### src/design/dq_pkg.sv
// shared types and constants for the double-ended queue
// no dependencies

package dq_pkg;

    localparam int DQ_DEPTH     = 16;
    localparam int DQ_ELEM_BITS = 8;
    localparam int DQ_OP_W      = 3;
    localparam int DQ_VAL_W     = 8;
    localparam int DQ_CNT_W     = 5;
    localparam int DQ_ST_W      = 2;

    typedef enum logic [DQ_OP_W-1:0] {
        OP_PUSH_BACK  = 3'd0,
        OP_PUSH_FRONT = 3'd1,
        OP_POP_FRONT  = 3'd2,
        OP_POP_BACK   = 3'd3,
        OP_CLEAR      = 3'd4,
        OP_QUERY      = 3'd5
    } t_dq_op;

    typedef enum logic [DQ_ST_W-1:0] {
        ST_OK    = 2'd0,
        ST_EMPTY = 2'd1,
        ST_FULL  = 2'd2
    } t_dq_status;

    typedef struct packed {
        logic [DQ_OP_W-1:0]  op;
        logic [DQ_VAL_W-1:0] value;
    } t_dq_in;

    typedef struct packed {
        logic [DQ_VAL_W-1:0] front_value;
        logic                front_valid;
        logic [DQ_VAL_W-1:0] back_value;
        logic                back_valid;
        logic [DQ_CNT_W-1:0] count;
        logic [DQ_ST_W-1:0]  status;
    } t_dq_out;

    // per-word status from the pointer control to the result stage
    typedef struct packed {
        logic       nonempty;
        t_dq_status status;
    } t_dq_ctl;

endpackage

### src/design/dq_ram.sv
// ring store: one write port, two registered read ports
// uses dq_pkg only through its parameter defaults at the top level

module dq_ram #(
    parameter int DEPTH     = 16,
    parameter int ELEM_BITS = 8,
    parameter int ADDR_W    = 4
) (
    input  logic                 i_clk,
    input  logic                 i_we,
    input  logic [ADDR_W-1:0]    i_waddr,
    input  logic [ELEM_BITS-1:0] i_wdata,
    input  logic                 i_re,
    input  logic [ADDR_W-1:0]    i_raddr_f,
    input  logic [ADDR_W-1:0]    i_raddr_b,
    output logic [ELEM_BITS-1:0] o_rdata_f,
    output logic [ELEM_BITS-1:0] o_rdata_b
);

    logic [ELEM_BITS-1:0] r_mem [DEPTH];
    logic [ELEM_BITS-1:0] r_rdata_f;
    logic [ELEM_BITS-1:0] r_rdata_b;

    always_ff @(posedge i_clk) begin
        if (i_we) begin
            r_mem[i_waddr] <= i_wdata;
        end
    end

    // read with forwarding of a same-cycle write
    always_ff @(posedge i_clk) begin
        if (i_re) begin
            if (i_we && (i_waddr == i_raddr_f)) begin
                r_rdata_f <= i_wdata;
            end else begin
                r_rdata_f <= r_mem[i_raddr_f];
            end
            if (i_we && (i_waddr == i_raddr_b)) begin
                r_rdata_b <= i_wdata;
            end else begin
                r_rdata_b <= r_mem[i_raddr_b];
            end
        end
    end

    assign o_rdata_f = r_rdata_f;
    assign o_rdata_b = r_rdata_b;

endmodule

### src/design/dq_ctrl.sv
// front/back pointers and element count, op decode
// depends on dq_pkg

module dq_ctrl
    import dq_pkg::*;
#(
    parameter int DEPTH  = 16,
    parameter int ADDR_W = 4,
    parameter int CNT_W  = 5
) (
    input  logic                i_clk,
    input  logic                i_rst_n,
    input  logic                i_accept,
    input  logic [DQ_OP_W-1:0]  i_op,
    output logic                o_we,
    output logic [ADDR_W-1:0]   o_waddr,
    output logic [ADDR_W-1:0]   o_front_addr,
    output logic [ADDR_W-1:0]   o_back_addr,
    output logic [CNT_W-1:0]    o_count,
    output t_dq_ctl             o_ctl
);

    localparam logic [ADDR_W-1:0] LAST = ADDR_W'(DEPTH - 1);
    localparam logic [CNT_W-1:0]  FULL = CNT_W'(DEPTH);

    logic [ADDR_W-1:0] r_front, n_front;
    logic [ADDR_W-1:0] r_back,  n_back;
    logic [CNT_W-1:0]  r_count, n_count;
    logic              w_we;
    logic [ADDR_W-1:0] w_waddr;
    t_dq_status        w_status;
    logic              w_full;
    logic              w_empty;

    function automatic logic [ADDR_W-1:0] wrap_inc(input logic [ADDR_W-1:0] p);
        return (p == LAST) ? '0 : p + 1'b1;
    endfunction

    function automatic logic [ADDR_W-1:0] wrap_dec(input logic [ADDR_W-1:0] p);
        return (p == '0) ? LAST : p - 1'b1;
    endfunction

    assign w_full  = (r_count == FULL);
    assign w_empty = (r_count == '0);

    always_comb begin
        n_front  = r_front;
        n_back   = r_back;
        n_count  = r_count;
        w_we     = 1'b0;
        w_waddr  = r_back;
        w_status = ST_OK;
        unique case (t_dq_op'(i_op))
            OP_PUSH_BACK: begin
                if (w_full) begin
                    w_status = ST_FULL;
                end else begin
                    w_we    = 1'b1;
                    w_waddr = r_back;
                    n_back  = wrap_inc(r_back);
                    n_count = r_count + 1'b1;
                end
            end
            OP_PUSH_FRONT: begin
                if (w_full) begin
                    w_status = ST_FULL;
                end else begin
                    w_we    = 1'b1;
                    n_front = wrap_dec(r_front);
                    w_waddr = n_front;
                    n_count = r_count + 1'b1;
                end
            end
            OP_POP_FRONT: begin
                if (w_empty) begin
                    w_status = ST_EMPTY;
                end else begin
                    n_front = wrap_inc(r_front);
                    n_count = r_count - 1'b1;
                end
            end
            OP_POP_BACK: begin
                if (w_empty) begin
                    w_status = ST_EMPTY;
                end else begin
                    n_back  = wrap_dec(r_back);
                    n_count = r_count - 1'b1;
                end
            end
            OP_CLEAR: begin
                n_front = '0;
                n_back  = '0;
                n_count = '0;
            end
            default: begin
                // query and unused codes leave the queue alone
            end
        endcase
    end

    always_ff @(posedge i_clk) begin
        if (!i_rst_n) begin
            r_front <= '0;
            r_back  <= '0;
            r_count <= '0;
        end else if (i_accept) begin
            r_front <= n_front;
            r_back  <= n_back;
            r_count <= n_count;
        end
    end

    assign o_we         = i_accept && w_we;
    assign o_waddr      = w_waddr;
    assign o_front_addr = n_front;
    assign o_back_addr  = wrap_dec(n_back);
    assign o_count      = n_count;
    assign o_ctl        = '{nonempty: (n_count != '0), status: w_status};

endmodule

### src/design/double_ended_queue.sv
// top level of the bounded double-ended queue
// depends on dq_pkg, dq_ctrl and dq_ram

// usage
// - input channel (i_in_valid / o_in_ready / i_in_data) carries one operation
//   word: push back, push front, pop front, pop back, clear or query
// - output channel (o_out_valid / i_out_ready / o_out_data) returns exactly one
//   result word per operation: front and back elements with valid marks, the
//   element count and a status (ok, pop on empty, push on full)
// - an accepted word moves through the read stage and then the result register
// - throughput: one operation per cycle while the output drains; the pointer
//   update, store write and both store reads happen at the accepting edge, the
//   registered read data plus the result register form a two-stage output path
// - a read of a slot written at the same edge is forwarded inside the store
// - when the receiver stalls, the result register holds its word and the
//   read stage holds the next one; input ready then drops until the output
//   drains, so nothing is lost or repeated
// - synchronous active-low reset empties the queue (pointers and count to
//   zero) and clears both stage valids; the ring store is not cleared, since
//   only slots that were written are ever reported as valid
module double_ended_queue
    import dq_pkg::*;
#(
    parameter int DEPTH     = DQ_DEPTH,
    parameter int ELEM_BITS = DQ_ELEM_BITS
) (
    input  logic    i_clk,
    input  logic    i_rst_n,
    input  logic    i_in_valid,
    output logic    o_in_ready,
    input  t_dq_in  i_in_data,
    output logic    o_out_valid,
    input  logic    i_out_ready,
    output t_dq_out o_out_data
);

    localparam int ADDR_W = (DEPTH > 1) ? $clog2(DEPTH) : 1;
    localparam int CNT_W  = $clog2(DEPTH + 1);

    // handshake
    logic w_accept;
    logic w_s1_move;

    // pointer control to store
    logic                 w_we;
    logic [ADDR_W-1:0]    w_waddr;
    logic [ADDR_W-1:0]    w_front_addr;
    logic [ADDR_W-1:0]    w_back_addr;
    logic [CNT_W-1:0]     w_count;
    t_dq_ctl              w_ctl;
    logic [ELEM_BITS-1:0] w_wdata;
    logic [ELEM_BITS-1:0] w_rdata_f;
    logic [ELEM_BITS-1:0] w_rdata_b;

    // read stage: count and status ride alongside the store read
    logic             r_s1_valid, n_s1_valid;
    logic [CNT_W-1:0] r_s1_count;
    t_dq_ctl          r_s1_ctl;

    // result register
    logic    r_out_valid, n_out_valid;
    t_dq_out r_out;
    t_dq_out w_result;

    logic [DQ_VAL_W-1:0] w_front_val;
    logic [DQ_VAL_W-1:0] w_back_val;
    logic [DQ_CNT_W-1:0] w_count_out;

    // a stage-1 word moves on whenever the result register is free or draining
    assign w_s1_move  = r_s1_valid && (!r_out_valid || i_out_ready);
    assign o_in_ready = !r_s1_valid || w_s1_move;
    assign w_accept   = i_in_valid && o_in_ready;

    // fit the 8-bit value field to the element width
    if (ELEM_BITS <= DQ_VAL_W) begin : g_wdata_narrow
        assign w_wdata = i_in_data.value[ELEM_BITS-1:0];
    end else begin : g_wdata_wide
        assign w_wdata = {{(ELEM_BITS-DQ_VAL_W){1'b0}}, i_in_data.value};
    end

    dq_ctrl #(
        .DEPTH  (DEPTH),
        .ADDR_W (ADDR_W),
        .CNT_W  (CNT_W)
    ) u_ctrl (
        .i_clk        (i_clk),
        .i_rst_n      (i_rst_n),
        .i_accept     (w_accept),
        .i_op         (i_in_data.op),
        .o_we         (w_we),
        .o_waddr      (w_waddr),
        .o_front_addr (w_front_addr),
        .o_back_addr  (w_back_addr),
        .o_count      (w_count),
        .o_ctl        (w_ctl)
    );

    dq_ram #(
        .DEPTH     (DEPTH),
        .ELEM_BITS (ELEM_BITS),
        .ADDR_W    (ADDR_W)
    ) u_ram (
        .i_clk     (i_clk),
        .i_we      (w_we),
        .i_waddr   (w_waddr),
        .i_wdata   (w_wdata),
        .i_re      (w_accept),
        .i_raddr_f (w_front_addr),
        .i_raddr_b (w_back_addr),
        .o_rdata_f (w_rdata_f),
        .o_rdata_b (w_rdata_b)
    );

    // result fields are 8 bits wide whatever the element width
    if (ELEM_BITS >= DQ_VAL_W) begin : g_rdata_wide
        assign w_front_val = w_rdata_f[DQ_VAL_W-1:0];
        assign w_back_val  = w_rdata_b[DQ_VAL_W-1:0];
    end else begin : g_rdata_narrow
        assign w_front_val = {{(DQ_VAL_W-ELEM_BITS){1'b0}}, w_rdata_f};
        assign w_back_val  = {{(DQ_VAL_W-ELEM_BITS){1'b0}}, w_rdata_b};
    end

    if (CNT_W >= DQ_CNT_W) begin : g_cnt_wide
        assign w_count_out = r_s1_count[DQ_CNT_W-1:0];
    end else begin : g_cnt_narrow
        assign w_count_out = {{(DQ_CNT_W-CNT_W){1'b0}}, r_s1_count};
    end

    // empty queue reports zero elements
    always_comb begin
        w_result.front_value = r_s1_ctl.nonempty ? w_front_val : '0;
        w_result.front_valid = r_s1_ctl.nonempty;
        w_result.back_value  = r_s1_ctl.nonempty ? w_back_val : '0;
        w_result.back_valid  = r_s1_ctl.nonempty;
        w_result.count       = w_count_out;
        w_result.status      = r_s1_ctl.status;
    end

    always_comb begin
        n_s1_valid = r_s1_valid;
        if (w_accept) begin
            n_s1_valid = 1'b1;
        end else if (w_s1_move) begin
            n_s1_valid = 1'b0;
        end
    end

    always_comb begin
        n_out_valid = r_out_valid;
        if (w_s1_move) begin
            n_out_valid = 1'b1;
        end else if (i_out_ready) begin
            n_out_valid = 1'b0;
        end
    end

    always_ff @(posedge i_clk) begin
        if (!i_rst_n) begin
            r_s1_valid  <= 1'b0;
            r_out_valid <= 1'b0;
        end else begin
            r_s1_valid  <= n_s1_valid;
            r_out_valid <= n_out_valid;
        end
    end

    // payload registers, no reset
    always_ff @(posedge i_clk) begin
        if (w_accept) begin
            r_s1_count <= w_count;
            r_s1_ctl   <= w_ctl;
        end
        if (w_s1_move) begin
            r_out <= w_result;
        end
    end

    assign o_out_valid = r_out_valid;
    assign o_out_data  = r_out;

    // the count handed to the read stage never exceeds the queue depth
    a_count_bound: assert property (@(posedge i_clk) disable iff (!i_rst_n)
        w_accept |-> (w_count <= CNT_W'(DEPTH)))
        else $error("queue count above depth");

    // an accepted word always occupies the read stage next cycle
    a_s1_load: assert property (@(posedge i_clk) disable iff (!i_rst_n)
        w_accept |=> r_s1_valid)
        else $error("accepted word lost before read stage");

    // a stalled read-stage word is never dropped
    a_s1_hold: assert property (@(posedge i_clk) disable iff (!i_rst_n)
        (r_s1_valid && !w_s1_move) |=> r_s1_valid)
        else $error("read stage word dropped while stalled");

    // valid marks agree with each other and with the count, and status is a defined code
    a_marks: assert property (@(posedge i_clk) disable iff (!i_rst_n)
        o_out_valid |-> ((o_out_data.front_valid == o_out_data.back_valid)
                         && (o_out_data.front_valid == (o_out_data.count != '0))
                         && (o_out_data.status != 2'd3)))
        else $error("inconsistent result word");

endmodule
### config.mk
export PLATFORM = sky130hd
export DESIGN_NAME = double_ended_queue
export DESIGN_NICKNAME = d
export VERILOG_FILES = /design/src/design/dq_pkg.sv /design/src/design/dq_ram.sv /design/src/design/dq_ctrl.sv /design/src/design/double_ended_queue.sv
export SDC_FILE = /design/constraint.sdc
export NUM_CORES = 1
export LEC_CHECK = 0
export ABC_CLOCK_PERIOD_IN_PS = 10950
export BUFFER_PORTS_ARGS = -buffer_cell sky130_fd_sc_hd__buf_2
export CAP_MARGIN = 25
export CORE_AREA = 3 3 146 162
export CTS_CLUSTER_DIAMETER = 120
export DETAILED_ROUTE_END_ITERATION = 6
export DIE_AREA = 0 0 149 165
export HOLD_SLACK_MARGIN = 0.06
export PLACE_DENSITY = 0.66
export SLEW_MARGIN = 20
export SYNTH_ARGS = -nofsm -noshare
export SYNTH_HDL_FRONTEND = slang
export SYNTH_HIERARCHICAL = 1
export SYNTH_SLANG_ARGS = --single-unit
### constraint.sdc
create_clock -name i_clk -period 10.95 [get_ports i_clk]
set_input_delay 0.5475 -clock i_clk [delete_from_list [all_inputs] [get_ports i_clk]]
set_output_delay 0.5475 -clock i_clk [all_outputs]
set_load 0.005 [all_outputs]
==> results.cfg <==
[outcome]
outcome = completed

[cells_and_area]
postLayoutCellArea_sq_um = 10800
num_antenna_cells = 0
drive_gt1_frac = 0.212
final_nets = 660
area_growth_pct = 11.1

[yosys]
ys_types = 68
ys_seq_elements = 191
yosysSeqAreaShare = 0.576
avgSynthCellArea_sq_um = 15.9
synthFlopType = edfxtp_1
synth_cells = 610
netlist_area_sq_um = 9700
ys_async_sr_fraction = 0
syn_nets = 632
synth_edf_count = 176
synth_warnings = 6

[timing]
finClkSkew_ns = 0.0113
finalCritPeriodShare = 0.423
tns_ns = 0
fmax_mhz = 216
fin_crit_ns = 4.63
rsz0062_at_grt = no
setup-violations-final = 0
maxSlewViolCount = 0
hold_viol_final = 0
maxSlewHeadroom = 0.325
worst_pin_slew_ns = 1.01

[setup_path]
crit_type = reg2reg
arrival_ns = 4.82
path_cells = inv_1, ha_1, nor3b_1, nand3_1, nor4bb_1, a21oi_1, ha_1, nand2_1, o21bai_4, buf_4, mux4_1, mux2i_1, mux2i_1, mux2_2
critPathMaxStageDelay_ns = 0.64
cp_max_fo = 33
cp_top_family = multiplexers
worst_setup_path_end_kind = flip-flop
crit_slowest_cell = mux4_1
cp-start-kind = flip-flop
cp.buffers_inverters = 2
required_ns = 11.14

[pwr]
p_seq_frac = 0.463
switching_share = 0.267
leakagePower_uw = 0.00376
switchingPower_uw = 493
intPower_uw = 1360
clkPwrFrac = 0.345
power_frac_comb = 0.192
ir_worst_vdd_uv = 87.5
powerDensity_nw_per_um2 = 172

[grt]
grt_use_total = 0.172
grt_pass1_wl_mm = 32.1
grt-ovfl-total = 0
grt_max_degree = 45
grt_pass1_vias = 5677
antenna_found_initial = 0

[routing]
viasPerCell = 5.99
drt-met1-wl_mm = 8.42
drt-pass1-iter-count = 5
dr.max_layer_used = met4
routed_wl_mm = 20.6
wl_met2_mm = 10.7
vias = 5662
routed-wl-met3_mm = 1.12
ant_nets = 0
drc = 0
drt_iter0_drc = 329
wl_per_cell_um = 21.8

[cts]
clock_sinks = 191
clk_pin_slew_worst_paths_ns = 0.07
ctsResizeCount = 0
clockBufferDepth = 2
hold_buffers = 0
clk_latency_ns = 0.44
cts_root_buffer = clkbuf_16
cts_tree = done
h-tree-depth = 4
numCtsBuffers = 17
cts_setup_buffers = 0

[place]
port_buffers = 41
dp_hpwl_mm = 14.0
placed_cell_area_sq_um = 10200
gp_congestion = 0.835

[worst_hold_path]
hp-class = in2reg

[floorplan]
die_w_um = 149
rows = 57
ios = 42
die_h_um = 165
initial_core_util = 0.439
core_area_sq_um = 22100
die_area_sq_um = 24600

[run]
cap_viol_max_count = 0
==> power groups by stage <==
stage	sequential, uW	combinational [uW]	clock (uW)
6_report	857	354	639
5_1_grt	860	383	682
4_1_cts	857	357	652
3_5_place_dp	873	355	0
3_3_place_gp	872	346	0
2_1_floorplan	864	279	0
==> worst reg2reg max path, delay by kind of cell, from the launching register on <==
family	cells	cell delay, ns
muxes	4	1.33
and+or+nand+nor	4	0.96
buffers and inverters	2	0.62
adders and majority gates	2	0.60
AOI/OAI and AO/OA	2	0.50
DFF	1	0.37
==> path summary, 6_finish.rpt <==
| kind | from | to | slack, ns | depth (start not counted) |
|---|---|---|---|---|
| setup / recovery | u_ctrl/r_count[0]$_SDFFE_PN0P_ | u_ram/o_rdata_b[1]$_DFFE_PP_ | 6.32 | 14 |
| hold / removal | i_in_valid | r_s1_valid$_SDFFE_PN0P_ | 0.40 | 3 |
| setup reg to reg | u_ctrl/r_count[0]$_SDFFE_PN0P_ | u_ram/o_rdata_b[1]$_DFFE_PP_ | 6.32 | 14 |
| hold reg to reg | r_s1_count[4]$_DFFE_PP_ | o_out_data[6]$_DFFE_PP_ | 0.42 | 0 |
==> cells in the mapped netlist, drive strengths merged (3+ instances only) <==
library cell / instances / area, sq um
dfxtp: 15 / 300
nor2: 46 / 173
nand2: 19 / 71.3
xnor2: 5 / 43.8
o21ai: 13 / 68.8
buf: 26 / 200
and2: 18 / 113
mux4: 64 / 1630
a41oi: 3 / 26.3
ha: 7 / 87.6
a211oi: 5 / 42.5
mux2: 17 / 191
edfxtp: 176 / 5290
nand2b: 3 / 18.8
a21oi: 13 / 65.1
nand3: 12 / 60.1
or3b: 4 / 35.0
nor2b: 3 / 18.8
nor4: 3 / 48.8
inv: 15 / 56.3
nand3b: 4 / 30.0
a31oi: 3 / 18.8
mux2i: 51 / 510
nor3: 12 / 65.1
xor2: 9 / 78.8
o21a: 3 / 22.5
clkbuf: 16 / 60.1
==> layer usage <==
layer	track usage	vias to the layer above
met1	0.214	2885
met3	0.0357	29
met4	0.0541	0
met5	0	-
li1	-	2524
met2	0.301	224
==> flip-flops by register name, summed over array words and instances, names as in the netlist <==
name / cells
r_s1_ctl: 3
u_ctrl/r_count: 5
u_ram/r_mem: 128
u_ram/o_rdata_b: 8
u_ctrl/r_back: 4
o_out_data: 24
u_ctrl/r_front: 4
r_s1_count: 5
r_s1_valid: 1
u_ram/o_rdata_f: 8
o_out_valid: 1
==> cell usage in the layout, fill, tap and decap left out, types with 3 or more instances in the layout <==
cell / count
a31oi_1: 3
nor2_1: 46
ha_1: 7
mux4_2: 15
nand3_1: 12
inv_1: 15
a211oi_1: 4
dfxtp_1: 15
mux2_2: 17
inv_6: 3
nand2b_1: 3
a41oi_1: 3
xnor2_1: 4
and2_1: 18
o21ai_0: 12
edfxtp_1: 176
buf_2: 41
nand3b_1: 4
a21oi_1: 11
clkbuf_16: 17
nor3_1: 9
buf_4: 9
or3b_2: 4
mux2i_1: 51
mux4_1: 49
inv_8: 3
nand2_1: 19
xor2_1: 9
o21a_1: 3
==> cell families after synthesis <==
kind of cell,after synthesis,synth area share
compound gates,69,0.0511
simple gates,139,0.0783
buf+inv,58,0.0330
flops,191,0.576
mux,132,0.240
xor+xnor,14,0.0126
fa+ha+maj,7,0.00903
==> metrics by stage <==
| stage | hold WS [ns] | util | instances | worst slack [ns] | power (uW) |
|---|---|---|---|---|---|
| global route | 0.427 | 0.487 | 946 | 6.08 | 1920 |
| detailed placement | 0.406 | 0.459 | 914 | 6.35 | 1230 |
| floorplan | 0.400 | - | 610 | 6.59 | 1140 |
| finish | 0.402 | 0.487 | 946 | 6.32 | 1850 |
| CTS | 0.385 | 0.487 | 946 | 6.34 | 1870 |
| global placement | 0.402 | 0.459 | 913 | 6.44 | 1220 |
==> layout make-up <==
| class | count | area, sq um |
|---|---|---|
| multi-input combinational | 361 | 3850 |
| sequential | 191 | 5590 |
| fill | 1846 | 11300 |
| clock buffer | 17 | 425 |
| clock inverter | 15 | 198 |
| timing repair buffer | 51 | 288 |
| inverter | 16 | 60.1 |
| tap | 295 | 369 |
(Power assumes the default switching activity.)
